==> config.mk <==
export PLATFORM = sky130hd
export DESIGN_NAME = json_string_unescaper_top
export DESIGN_NICKNAME = d
export VERILOG_FILES = /design/src/rtl/jsu_pkg.sv /design/src/rtl/jsu_decode.sv /design/src/rtl/jsu_serial.sv /design/src/rtl/json_string_unescaper_top.sv
export SDC_FILE = /design/constraint.sdc
export NUM_CORES = 1
export LEC_CHECK = 0
export ABC_AREA = 1
export BUFFER_PORTS_ARGS = -buffer_cell sky130_fd_sc_hd__buf_2
export CAP_MARGIN = 20
export CORE_MARGIN = 2
export CORE_UTILIZATION = 30
export CTS_BUF_LIST = sky130_fd_sc_hd__clkbuf_2
export DETAILED_ROUTE_END_ITERATION = 8
export SETUP_SLACK_MARGIN = 0.5
export SYNTH_ARGS = -nofsm -noshare
export SYNTH_HDL_FRONTEND = slang
export SYNTH_HIERARCHICAL = 1
export SYNTH_SLANG_ARGS = --single-unit
export TNS_END_PERCENT = 1
==> constraint.sdc <==
create_clock -name clk -period 7.8 [get_ports clk]
set_input_delay 1.95 -clock clk [delete_from_list [all_inputs] [get_ports clk]]
set_output_delay 1.95 -clock clk [all_outputs]
set_load 0.1 [all_outputs]
==> src/rtl/jsu_pkg.sv <==
`default_nettype none

package jsu_pkg;

    // One raw byte of the quoted literal.
    typedef struct packed {
        logic [7:0] in_byte;
        logic       input_end;
    } text_item_t;

    // One decoded result.
    typedef struct packed {
        logic [7:0] out_byte;
        logic [1:0] kind;
        logic       last_of_run;
    } utf8_item_t;

    localparam logic [1:0] KIND_DATA  = 2'd0;
    localparam logic [1:0] KIND_DONE  = 2'd1;
    localparam logic [1:0] KIND_ERROR = 2'd2;

    typedef enum logic [3:0] {
        PH_WAIT  = 4'd0,
        PH_BODY  = 4'd1,
        PH_ESC   = 4'd2,
        PH_HEXA  = 4'd3,
        PH_SURBS = 4'd4,
        PH_SURU  = 4'd5,
        PH_HEXB  = 4'd6,
        PH_SKIP  = 4'd7
    } phase_t;

    localparam int MAX_RESULTS = 4;
    localparam int CNT_W       = $clog2(MAX_RESULTS + 1);
    localparam int IDX_W       = $clog2(MAX_RESULTS);

    // All results caused by one request, first result in bytes[0].
    typedef struct packed {
        logic [CNT_W-1:0]            count;
        logic [1:0]                  kind;
        logic [MAX_RESULTS-1:0][7:0] bytes;
    } bundle_t;

    localparam logic [7:0] CH_QUOTE  = 8'h22;
    localparam logic [7:0] CH_BSLASH = 8'h5C;
    localparam logic [7:0] CH_SLASH  = 8'h2F;
    localparam logic [7:0] CH_B      = 8'h62;
    localparam logic [7:0] CH_F      = 8'h66;
    localparam logic [7:0] CH_N      = 8'h6E;
    localparam logic [7:0] CH_R      = 8'h72;
    localparam logic [7:0] CH_T      = 8'h74;
    localparam logic [7:0] CH_U      = 8'h75;
    localparam logic [7:0] CTRL_LIMIT = 8'h20;

    localparam logic [7:0] BYTE_BS  = 8'h08;
    localparam logic [7:0] BYTE_FF  = 8'h0C;
    localparam logic [7:0] BYTE_LF  = 8'h0A;
    localparam logic [7:0] BYTE_CR  = 8'h0D;
    localparam logic [7:0] BYTE_TAB = 8'h09;

    localparam logic [15:0] SUR_HIGH_LO = 16'hD800;
    localparam logic [15:0] SUR_HIGH_HI = 16'hDBFF;
    localparam logic [15:0] SUR_LOW_LO  = 16'hDC00;
    localparam logic [15:0] SUR_LOW_HI  = 16'hDFFF;

    localparam logic [20:0] UTF8_LIM1 = 21'h00080;
    localparam logic [20:0] UTF8_LIM2 = 21'h00800;
    localparam logic [20:0] SUPP_BASE = 21'h10000;

    // Returns {valid, nibble}.
    function automatic logic [4:0] hex_digit(logic [7:0] c);
        logic [7:0] v;
        v = 8'd0;
        if (c inside {[8'h30:8'h39]}) begin
            v = c - 8'h30;
            return {1'b1, v[3:0]};
        end
        if (c inside {[8'h61:8'h66]}) begin
            v = c - 8'h57;
            return {1'b1, v[3:0]};
        end
        if (c inside {[8'h41:8'h46]}) begin
            v = c - 8'h37;
            return {1'b1, v[3:0]};
        end
        return 5'd0;
    endfunction

    function automatic bundle_t encode_utf8(logic [20:0] cp);
        bundle_t r;
        r      = '0;
        r.kind = KIND_DATA;
        if (cp < UTF8_LIM1) begin
            r.count    = CNT_W'(1);
            r.bytes[0] = cp[7:0];
        end else if (cp < UTF8_LIM2) begin
            r.count    = CNT_W'(2);
            r.bytes[0] = {3'b110, cp[10:6]};
            r.bytes[1] = {2'b10, cp[5:0]};
        end else if (cp < SUPP_BASE) begin
            r.count    = CNT_W'(3);
            r.bytes[0] = {4'b1110, cp[15:12]};
            r.bytes[1] = {2'b10, cp[11:6]};
            r.bytes[2] = {2'b10, cp[5:0]};
        end else begin
            r.count    = CNT_W'(4);
            r.bytes[0] = {5'b11110, cp[20:18]};
            r.bytes[1] = {2'b10, cp[17:12]};
            r.bytes[2] = {2'b10, cp[11:6]};
            r.bytes[3] = {2'b10, cp[5:0]};
        end
        return r;
    endfunction

endpackage

`default_nettype wire

==> src/rtl/jsu_decode.sv <==
`default_nettype none

// Scanner state and the per-byte decode into a bundle of results.
module jsu_decode (
    input  wire logic                clk,
    input  wire logic                rst_n,
    input  wire logic                step,
    input  wire jsu_pkg::text_item_t item,
    output jsu_pkg::bundle_t         bundle
);

    jsu_pkg::phase_t phase_reg, phase_next;
    logic [15:0]     hex_value_reg, hex_value_next;
    logic [1:0]      hex_count_reg, hex_count_next;
    logic [9:0]      high_half_reg, high_half_next;

    logic             err;
    logic             done;
    jsu_pkg::bundle_t enc;
    logic [4:0]       digit;
    logic [15:0]      hex_shift;
    logic [20:0]      cp_pair;
    logic [7:0]       b;

    always_ff @(posedge clk or negedge rst_n)
    begin
        if (!rst_n)
        begin
            phase_reg     <= jsu_pkg::PH_WAIT;
            hex_value_reg <= '0;
            hex_count_reg <= '0;
            high_half_reg <= '0;
        end
        else if (step)
        begin
            phase_reg     <= phase_next;
            hex_value_reg <= hex_value_next;
            hex_count_reg <= hex_count_next;
            high_half_reg <= high_half_next;
        end
    end

    always_comb
    begin
        b              = item.in_byte;
        phase_next     = phase_reg;
        hex_value_next = hex_value_reg;
        hex_count_next = hex_count_reg;
        high_half_next = high_half_reg;
        err            = 1'b0;
        done           = 1'b0;
        enc            = '0;
        enc.kind       = jsu_pkg::KIND_DATA;
        digit          = jsu_pkg::hex_digit(b);
        hex_shift      = {hex_value_reg[11:0], digit[3:0]};
        cp_pair        = jsu_pkg::SUPP_BASE + {1'b0, high_half_reg, hex_shift[9:0]};

        case (phase_reg)
            jsu_pkg::PH_BODY:
            begin
                if (b == jsu_pkg::CH_QUOTE)
                    done = 1'b1;
                else if (b < jsu_pkg::CTRL_LIMIT)
                    err = 1'b1;
                else if (b == jsu_pkg::CH_BSLASH)
                    phase_next = jsu_pkg::PH_ESC;
                else
                begin
                    enc.count    = jsu_pkg::CNT_W'(1);
                    enc.bytes[0] = b;
                end
            end
            jsu_pkg::PH_ESC:
            begin
                phase_next   = jsu_pkg::PH_BODY;
                enc.count    = jsu_pkg::CNT_W'(1);
                case (b)
                    jsu_pkg::CH_QUOTE:  enc.bytes[0] = jsu_pkg::CH_QUOTE;
                    jsu_pkg::CH_BSLASH: enc.bytes[0] = jsu_pkg::CH_BSLASH;
                    jsu_pkg::CH_SLASH:  enc.bytes[0] = jsu_pkg::CH_SLASH;
                    jsu_pkg::CH_B:      enc.bytes[0] = jsu_pkg::BYTE_BS;
                    jsu_pkg::CH_F:      enc.bytes[0] = jsu_pkg::BYTE_FF;
                    jsu_pkg::CH_N:      enc.bytes[0] = jsu_pkg::BYTE_LF;
                    jsu_pkg::CH_R:      enc.bytes[0] = jsu_pkg::BYTE_CR;
                    jsu_pkg::CH_T:      enc.bytes[0] = jsu_pkg::BYTE_TAB;
                    jsu_pkg::CH_U:
                    begin
                        enc.count      = '0;
                        hex_value_next = '0;
                        hex_count_next = '0;
                        phase_next     = jsu_pkg::PH_HEXA;
                    end
                    default:
                    begin
                        enc.count = '0;
                        err       = 1'b1;
                    end
                endcase
            end
            jsu_pkg::PH_HEXA, jsu_pkg::PH_HEXB:
            begin
                if (!digit[4])
                    err = 1'b1;
                else
                begin
                    hex_value_next = hex_shift;
                    if (hex_count_reg != 2'd3)
                        hex_count_next = hex_count_reg + 2'd1;
                    else
                    begin
                        hex_count_next = '0;
                        if (phase_reg == jsu_pkg::PH_HEXA)
                        begin
                            if (hex_shift inside {[jsu_pkg::SUR_HIGH_LO:jsu_pkg::SUR_HIGH_HI]})
                            begin
                                // The offset from the high surrogate base is the low ten bits.
                                high_half_next = hex_shift[9:0];
                                phase_next     = jsu_pkg::PH_SURBS;
                            end
                            else if (hex_shift inside
                                     {[jsu_pkg::SUR_LOW_LO:jsu_pkg::SUR_LOW_HI]})
                                err = 1'b1;
                            else
                            begin
                                enc        = jsu_pkg::encode_utf8({5'd0, hex_shift});
                                phase_next = jsu_pkg::PH_BODY;
                            end
                        end
                        else
                        begin
                            if (hex_shift inside {[jsu_pkg::SUR_LOW_LO:jsu_pkg::SUR_LOW_HI]})
                            begin
                                enc        = jsu_pkg::encode_utf8(cp_pair);
                                phase_next = jsu_pkg::PH_BODY;
                            end
                            else
                                err = 1'b1;
                        end
                    end
                end
            end
            jsu_pkg::PH_SURBS:
            begin
                if (b == jsu_pkg::CH_BSLASH)
                    phase_next = jsu_pkg::PH_SURU;
                else
                    err = 1'b1;
            end
            jsu_pkg::PH_SURU:
            begin
                if (b == jsu_pkg::CH_U)
                begin
                    hex_value_next = '0;
                    hex_count_next = '0;
                    phase_next     = jsu_pkg::PH_HEXB;
                end
                else
                    err = 1'b1;
            end
            jsu_pkg::PH_SKIP:
            begin
                if (b == jsu_pkg::CH_QUOTE)
                    phase_next = jsu_pkg::PH_BODY;
                else if (item.input_end)
                    phase_next = jsu_pkg::PH_WAIT;
            end
            default:
            begin
                if (b == jsu_pkg::CH_QUOTE)
                    phase_next = jsu_pkg::PH_BODY;
                else
                    err = 1'b1;
            end
        endcase

        // Running out of input anywhere inside a literal is an error.
        if (!done && !err && item.input_end &&
            phase_next != jsu_pkg::PH_WAIT && phase_next != jsu_pkg::PH_SKIP)
            err = 1'b1;

        bundle = enc;
        if (err)
        begin
            phase_next   = item.input_end ? jsu_pkg::PH_WAIT : jsu_pkg::PH_SKIP;
            bundle       = '0;
            bundle.count = jsu_pkg::CNT_W'(1);
            bundle.kind  = jsu_pkg::KIND_ERROR;
        end
        else if (done)
        begin
            phase_next   = jsu_pkg::PH_WAIT;
            bundle       = '0;
            bundle.count = jsu_pkg::CNT_W'(1);
            bundle.kind  = jsu_pkg::KIND_DONE;
        end
    end

    // A status result always stands alone.
    a_status_single: assert property (@(posedge clk) disable iff (!rst_n)
        step && bundle.kind != jsu_pkg::KIND_DATA |-> bundle.count == jsu_pkg::CNT_W'(1))
        else $error("status bundle with more than one result");

endmodule

`default_nettype wire

==> src/rtl/jsu_serial.sv <==
`default_nettype none

// Result register that hands out a bundle one result per transfer.
module jsu_serial (
    input  wire logic                clk,
    input  wire logic                rst_n,
    input  wire logic                load,
    input  wire jsu_pkg::bundle_t    bundle,
    output logic                     free,
    output logic                     valid,
    input  wire logic                stall,
    output jsu_pkg::utf8_item_t      result
);

    logic                      valid_reg, valid_next;
    jsu_pkg::bundle_t          bun_reg, bun_next;
    logic [jsu_pkg::IDX_W-1:0] idx_reg, idx_next;
    logic                      last;
    logic                      fire;

    always_ff @(posedge clk or negedge rst_n)
    begin
        if (!rst_n)
        begin
            valid_reg <= 1'b0;
            idx_reg   <= '0;
        end
        else
        begin
            valid_reg <= valid_next;
            idx_reg   <= idx_next;
        end
    end

    always_ff @(posedge clk)
    begin
        bun_reg <= bun_next;
    end

    always_comb
    begin
        last       = ({1'b0, idx_reg} == bun_reg.count - jsu_pkg::CNT_W'(1));
        fire       = valid_reg && !stall;
        free       = !valid_reg || (fire && last);
        valid_next = valid_reg;
        idx_next   = idx_reg;
        bun_next   = bun_reg;
        if (load)
        begin
            valid_next = 1'b1;
            bun_next   = bundle;
            idx_next   = '0;
        end
        else if (fire)
        begin
            if (last)
                valid_next = 1'b0;
            else
                idx_next = idx_reg + jsu_pkg::IDX_W'(1);
        end
    end

    assign valid              = valid_reg;
    assign result.out_byte    = bun_reg.bytes[idx_reg];
    assign result.kind        = bun_reg.kind;
    assign result.last_of_run = last;

    a_index_in_range: assert property (@(posedge clk) disable iff (!rst_n)
        valid_reg |-> {1'b0, idx_reg} < bun_reg.count)
        else $error("result index past end of bundle");

    a_load_only_when_free: assert property (@(posedge clk) disable iff (!rst_n)
        load |-> free && bundle.count != '0)
        else $error("bundle loaded over a pending one or empty");

endmodule

`default_nettype wire

==> src/rtl/json_string_unescaper_top.sv <==
`default_nettype none

// Channel   Direction  Handshake                 Payload
// text      in         text_valid / text_stall   jsu_pkg::text_item_t (in_byte, input_end)
// utf8      out        utf8_valid / utf8_stall   jsu_pkg::utf8_item_t (out_byte, kind, last_of_run)
//
// A request is accepted into the input register and decoded from there once it produces
// no result or the result register is free; its first result is then registered in the
// result register and offered on utf8 from there.
// A request that causes n results (n from 1 to 4) occupies the single output port until all n
// are taken, so without utf8 stalls the rate is one request per cycle when each causes at most
// one result. Requests that cause no result (backslash, hex digits) retire without the port.
// Reset clears the scanner to waiting for an opening quote; there is no clearing pass.
// While the result register is full and utf8 is stalled, one more request is held in the
// input register; text_stall rises only when that register cannot move on.
module json_string_unescaper_top (
    input  wire logic                clk,
    input  wire logic                rst_n,
    input  wire logic                text_valid,
    output logic                     text_stall,
    input  wire jsu_pkg::text_item_t text,
    output logic                     utf8_valid,
    input  wire logic                utf8_stall,
    output jsu_pkg::utf8_item_t      utf8
);

    // Input register: holds one accepted request until the decoder consumes it.
    logic                in_valid_reg, in_valid_next;
    jsu_pkg::text_item_t in_item_reg, in_item_next;

    jsu_pkg::bundle_t bundle;
    logic             free;
    logic             take;
    logic             accept;

    jsu_decode u_decode (
        .clk    (clk),
        .rst_n  (rst_n),
        .step   (take),
        .item   (in_item_reg),
        .bundle (bundle)
    );

    jsu_serial u_serial (
        .clk    (clk),
        .rst_n  (rst_n),
        .load   (take && bundle.count != '0),
        .bundle (bundle),
        .free   (free),
        .valid  (utf8_valid),
        .stall  (utf8_stall),
        .result (utf8)
    );

    // The held request is decoded when it produces nothing or the result register frees up.
    always_comb
    begin
        take          = in_valid_reg && (bundle.count == '0 || free);
        text_stall    = in_valid_reg && !take;
        accept        = text_valid && !text_stall;
        in_valid_next = in_valid_reg;
        in_item_next  = in_item_reg;
        if (accept)
        begin
            in_valid_next = 1'b1;
            in_item_next  = text;
        end
        else if (take)
            in_valid_next = 1'b0;
    end

    always_ff @(posedge clk or negedge rst_n)
    begin
        if (!rst_n)
            in_valid_reg <= 1'b0;
        else
            in_valid_reg <= in_valid_next;
    end

    always_ff @(posedge clk)
    begin
        in_item_reg <= in_item_next;
    end

    // A request that cannot be decoded stays put until it can.
    a_hold_pending: assert property (@(posedge clk) disable iff (!rst_n)
        in_valid_reg && !take |=> in_valid_reg && $stable(in_item_reg))
        else $error("pending request lost or changed");

    // Complete and error results carry a zero byte and end their run.
    a_status_shape: assert property (@(posedge clk) disable iff (!rst_n)
        utf8_valid && utf8.kind != jsu_pkg::KIND_DATA |-> utf8.out_byte == 8'd0 &&
        utf8.last_of_run)
        else $error("malformed status result");

    a_kind_legal: assert property (@(posedge clk) disable iff (!rst_n)
        utf8_valid |-> utf8.kind == jsu_pkg::KIND_DATA || utf8.kind == jsu_pkg::KIND_DONE ||
        utf8.kind == jsu_pkg::KIND_ERROR)
        else $error("undefined result kind");

endmodule

`default_nettype wire

[Word-level counts from Yosys, hierarchy flattened]
Cells that the tools add are included.
Storage, ports and cells
  register bits: 78
  bits of input ports: 13
  output and inout bits: 13
  word-level logic and storage cells: 202
Operators by class
  add/subtract/negate cells: 7
  order comparisons: 17
  equality and inequality tests: 22
  mux-type cells: 98
  bitwise operators: 3
  reductions and logical operators: 40
Operators by type and width (number)
  37-bit 2-to-1 mux: 8
  4-bit 2-to-1 mux: 16
  8-bit 2-to-1 mux: 8
  8-bit by 7-bit equality test with 1-bit output, second input constant: 7
  7-bit case mux with 8 select lines: 1
  16-bit 2-to-1 mux: 3
  16-bit greater-or-equal comparator, second input constant: 2
  16-bit <= comparator, second input constant: 2
  5-bit 2-to-1 mux: 6
  1-bit 2-to-1 mux: 29
  26-bit 2-to-1 mux: 1
  12-bit 2-to-1 mux: 2
  24-bit 2-to-1 mux: 1
  12-bit case mux with 2 select lines: 1
  4-bit case mux with 6 select lines: 1
  8-bit case mux with 3 select lines: 1
  22-bit 2-to-1 mux: 1
  17-bit by 20-bit adder with 21-bit output, first input constant: 1
  21-bit by 12-bit less-than comparator with 1-bit output, second input constant: 1
  21-bit by 17-bit less-than comparator with 1-bit output, second input constant: 1
  21-bit by 8-bit less-than comparator with 1-bit output, second input constant: 1
  3-bit 2-to-1 mux: 7
  8-bit binary-select mux with 2-bit select: 1
  4-bit by 3-bit equality test with 1-bit output, second input constant: 4
  other kinds (39): 81

[Longest topological paths before layout]
  depth after elaboration: 32
  depth in mapped cells: 28
  mapped depth without buffers: 28

[By module]
Netlist, hierarchy kept.
Modules (own cells, without submodules)
  jsu_decode: instances 1, cells each 545, area each 3149.3 um^2
  jsu_serial: instances 1, cells each 117, area each 1619.1 um^2
  json_string_unescaper_top: instances 1, cells each 24, area each 361.6 um^2

[Worst setup path before layout]
OpenSTA, ideal clock, no wires.
  path kind: register to output
  start: reg in_item_reg[1] (netlist bit)
  end: out text_stall
  data arrival time: 2.869 ns
  data required time: 5.850 ns
  slack: 2.981 ns
  cell stages (with the launch flop): 23
  path through: edfxtp_1 > inv_1 > ha_1 > inv_1 > nand2_1 > nand2_1 > nand2_1 > nand2_2 > nand2_2 > nand3_1 > nand2_1 > nand3_1 > a21oi_1 > nand2_1 > nand2_2 > nand2_4 > inv_4 > nand2_2 > nor2_1 > nor2_2 > nand2_2 > nand3_2 > inv_1
RTL lines
  start: declaration: RTL line json_string_unescaper_top.sv:29  | jsu_pkg::text_item_t in_item_reg, in_item_next;
  start signal: assignment: RTL line json_string_unescaper_top.sv:82  | in_item_reg <= in_item_next;
  end: declaration: RTL line json_string_unescaper_top.sv:20  | output logic text_stall,

==> results.py <==
metrics = {
    "power": {
        "p_comb_share_pct": 58.7,
        "switchingPower_w": 0.00131,
        "finalPower_w": 0.00230,
        "power.density_mw_per_mm2": 417,
        "p_int_w": 0.000989,
        "switching_share_pct": 57.0,
        "irDropWorstVdd_mv": 0.415,
        "p_leak_nw": 2.50,
        "pwr-share-seq_pct": 31.6,
        "power_frac_clock_pct": 9.7,
    },
    "floorplan": {
        "ioPinCount": 26,
        "rows": 47,
        "die_w_um": 135,
        "initial_utilization_pct": 30.8,
        "core-area_mm2": 0.0166,
        "die_h_um": 135,
        "die-area_mm2": 0.0182,
    },
    "global_route": {
        "grt_pass1_vias": 4331,
        "antenna_found_initial": 0,
        "grt_usage_pct": 15.8,
        "grt_pass1_wl_um": 22500,
        "grt_overflow": 0,
        "grt_max_degree": 39,
    },
    "layout": {
        "mostFrequentLayoutCell": "nand2_1",
        "drive_above_1_share_pct": 10.6,
        "largest_reg_flops": 35,
        "finish.net_count": 724,
        "syn2layout_area_growth_pct": 7.59,
        "n_antenna_cell": 0,
        "final_cell_mix": "nand2_1 (155), nor2_1 (96), inv_1 (87)",
    },
    "worst_setup_path": {
        "endpoint": "text_stall",
        "path_cells": "nor2_4, nand3_1, nand3_1, nand2_1, nand3_1, nand2_1, nand3_1, a21oi_1, nand2_1, nand2_2, nand2_4, inv_4, nand2_2, nor2_1, nor2_2, nand2_2, nand3_2, inv_1, buf_2",
        "crit_path_end_kind": "primary output",
        "critical_path_class": "reg -> out",
        "cp-startpoint": "u_decode/phase_reg[2]",
        "critPathMaxStageDelay_ns": 0.57,
        "crit_fanout": 15,
        "cp.required_ns": 5.85,
        "critPathLaunchType": "flip-flop",
        "reg2regPathDepth": 20,
        "rrSetupSlack_ns": 3.43,
        "cpMaxStageDelayCell": "dfrtp_1",
        "r2r_start": "in_item_reg[1]",
        "crit_top_cell": "nand3_1",
        "reg2reg_to": "u_decode/high_half_reg[0]",
        "cp.arrival_ns": 3.91,
    },
    "timing": {
        "finalCritPeriodShare_pct": 75.2,
        "finalHoldViolCount": 0,
        "fin_setup_tns_ns": 0,
        "fin_crit_ns": 5.86,
        "rsz0062_at_grt": "no",
        "slew_headroom_pct": 45.9,
        "finalSetupViolCount": 0,
        "skew_ns": 0.0566,
        "max_slew.worst_pin.slew_ns": 0.811,
        "fmax_ghz": 0.171,
        "slew_viol_final": 0,
    },
    "routing": {
        "drtAntennaViolNets": 0,
        "drt_iter0_markers": 412,
        "finalWirelength_um": 13800,
        "vias": 4615,
        "wl_per_cell_um": 14.8,
        "drt_drc_violations_left": 0,
        "via_per_inst": 4.97,
        "dr.pass1.iters": 5,
    },
    "clocking": {
        "cts_buffers": 9,
        "cts_max_path_buffers": 2,
        "ctsHoldBuffers": 0,
        "cts_max_level": 3,
        "clkLatencyLatePin_ns": 0.59,
        "cts.repair.resized": 0,
        "path_clk_slew_ns": 0.21,
        "post_cts_buffers": 0,
        "cts-root-buf": "clkbuf_2",
        "cts.sinks": 78,
        "cts_tree": "done",
    },
    "placed_design": {
        "dpl.hpwl_um": 10200,
        "gp_congestion": 0.948,
        "port_buffers": 25,
    },
    "synthesis": {
        "synthAdderAreaFrac_pct": 1.71,
        "synthCells": 686,
        "synth_mux_area_share_pct": 0,
        "synthSimpleGateAreaFrac_pct": 28.6,
        "synth_top_family_by_area": "simple AND/OR/NAND/NOR gates",
        "ys_warn_count": 6,
        "synth_xor_area_share_pct": 1.32,
        "synth_seq_cells": 78,
        "synthDistinctLibCells": 39,
        "synth_area_mm2": 0.00513,
        "synth_compound_area_share_pct": 15.9,
        "syn_avg_cell_area_um2": 7.48,
        "yosysSeqAreaShare_pct": 42.5,
    },
    "min_path": {
        "hold_path_startpoint": "u_decode/hex_count_reg[1]",
        "hold_path.class": "reg -> reg",
    },
    "run_status": {
        "status": "complete, no violations",
    },
    "job": {
        "maxCapViolCount": 0,
    },
}
## metal layers
layer / vias to the layer above / track usage (%) / wire length [um]
met1: 2135 / 22.4 / 6600
met4: 0 / 4.62 / 255
li1: 2315 / - / -
met5: - / 0 / 0
met2: 141 / 24.4 / 6160
met3: 24 / 3.19 / 749
## critical path, delay by kind of cell, from the launching register on
| kind | cells | cell delay (ns) |
|---|---|---|
| AO/OA/AOI/OAI | 1 | 0.13 |
| buffers and inverters | 3 | 0.57 |
| flip-flops | 1 | 0.57 |
| AND/OR/NAND/NOR | 15 | 2.08 |
## final cells by class
| class | count | area [um2] |
|---|---|---|
| well taps | 220 | 275 |
| clock inverters | 6 | 62.6 |
| inverters | 94 | 355 |
| clock buffers | 10 | 50.0 |
| fillers | 1791 | 11100 |
| multi-input cells | 493 | 2450 |
| repair buffers | 28 | 148 |
| flip-flops and latches | 78 | 2180 |
## worst min-delay path by stage
stage | depth (start not counted) | slack (ns) | end
2_1_floorplan | 1 | 0.47 | u_decode/hex_count_reg[1]
6_report | 1 | 0.54 | u_decode/hex_count_reg[1]
3_3_place_gp | 1 | 0.49 | u_decode/hex_count_reg[1]
3_5_place_dp | 1 | 0.49 | u_decode/hex_count_reg[1]
5_1_grt | 1 | 0.57 | u_decode/hex_count_reg[1]
4_1_cts | 1 | 0.54 | u_decode/hex_count_reg[1]
## Yosys cell counts
library cell | n | area, um2
nand2_1 | 155 | 582
nor2_1 | 96 | 360
inv_1 | 87 | 327
o21ai_0 | 60 | 300
edfxtp_1 | 46 | 1380
a21oi_1 | 40 | 200
nand3_1 | 39 | 195
dfrtp_1 | 32 | 801
o22ai_1 | 21 | 131
buf_4 | 10 | 75.1
nand4_1 | 10 | 62.6
nor3_1 | 9 | 45.0
ha_1 | 7 | 87.6
buf_2 | 6 | 30.0
inv_2 | 6 | 22.5
nand2_2 | 6 | 37.5
clkbuf_1 | 4 | 15.0
nand2_4 | 4 | 45.0
o2111ai_1 | 4 | 35.0
o211ai_1 | 4 | 30.0
o21ai_1 | 4 | 20.0
xor2_1 | 4 | 35.0
buf_6 | 3 | 33.8
nand3_2 | 3 | 30.0
nor2_2 | 3 | 18.8
nor2_4 | 3 | 33.8
a22oi_1 | 2 | 15.0
a32oi_1 | 2 | 17.5
nand3b_1 | 2 | 15.0
nor4_1 | 2 | 12.5
o21ai_4 | 2 | 32.5
o31ai_1 | 2 | 15.0
xnor2_2 | 2 | 32.5
a21boi_0 | 1 | 7.51
a32o_1 | 1 | 10.0
conb_1 | 1 | 3.75
inv_4 | 1 | 6.26
nand3_4 | 1 | 17.5
nor3_2 | 1 | 10.0
## kinds of logic after synthesis
kind of cell | count (synthesis)
adders and majority gates | 7
buffers and inverters | 117
xor gates and xnor gates | 6
and+or+nand+nor | 334
DFF | 78
other | 1
AOI/OAI and AO/OA | 143
## metrics by stage
| step | util (%) | hold slack [ns] | area (um2) | setup slack (ns) | instances |
|---|---|---|---|---|---|
| 3_3_place_gp | 32.4 | 0.491 | 5400 | 2.67 | 912 |
| 6_report | 33.2 | 0.537 | 5520 | 1.94 | 929 |
| 4_1_cts | 33.1 | 0.539 | 5510 | 1.93 | 928 |
| 3_5_place_dp | 32.4 | 0.494 | 5400 | 2.60 | 912 |
| 2_1_floorplan | - | 0.470 | 5140 | 2.98 | 688 |
| 5_1_grt | 33.2 | 0.573 | 5520 | 1.58 | 929 |
## power groups by stage
stage	Combinational (W)	Clock, W	Sequential, W
floorplan	0.00115	0	0.000696
global placement	0.00134	0	0.000735
detailed placement	0.00134	0	0.000737
CTS	0.00134	0.000232	0.000727
global route	0.00148	0.000246	0.000748
finish	0.00135	0.000223	0.000727
Note: power is estimated with default switching activity, not from simulation.
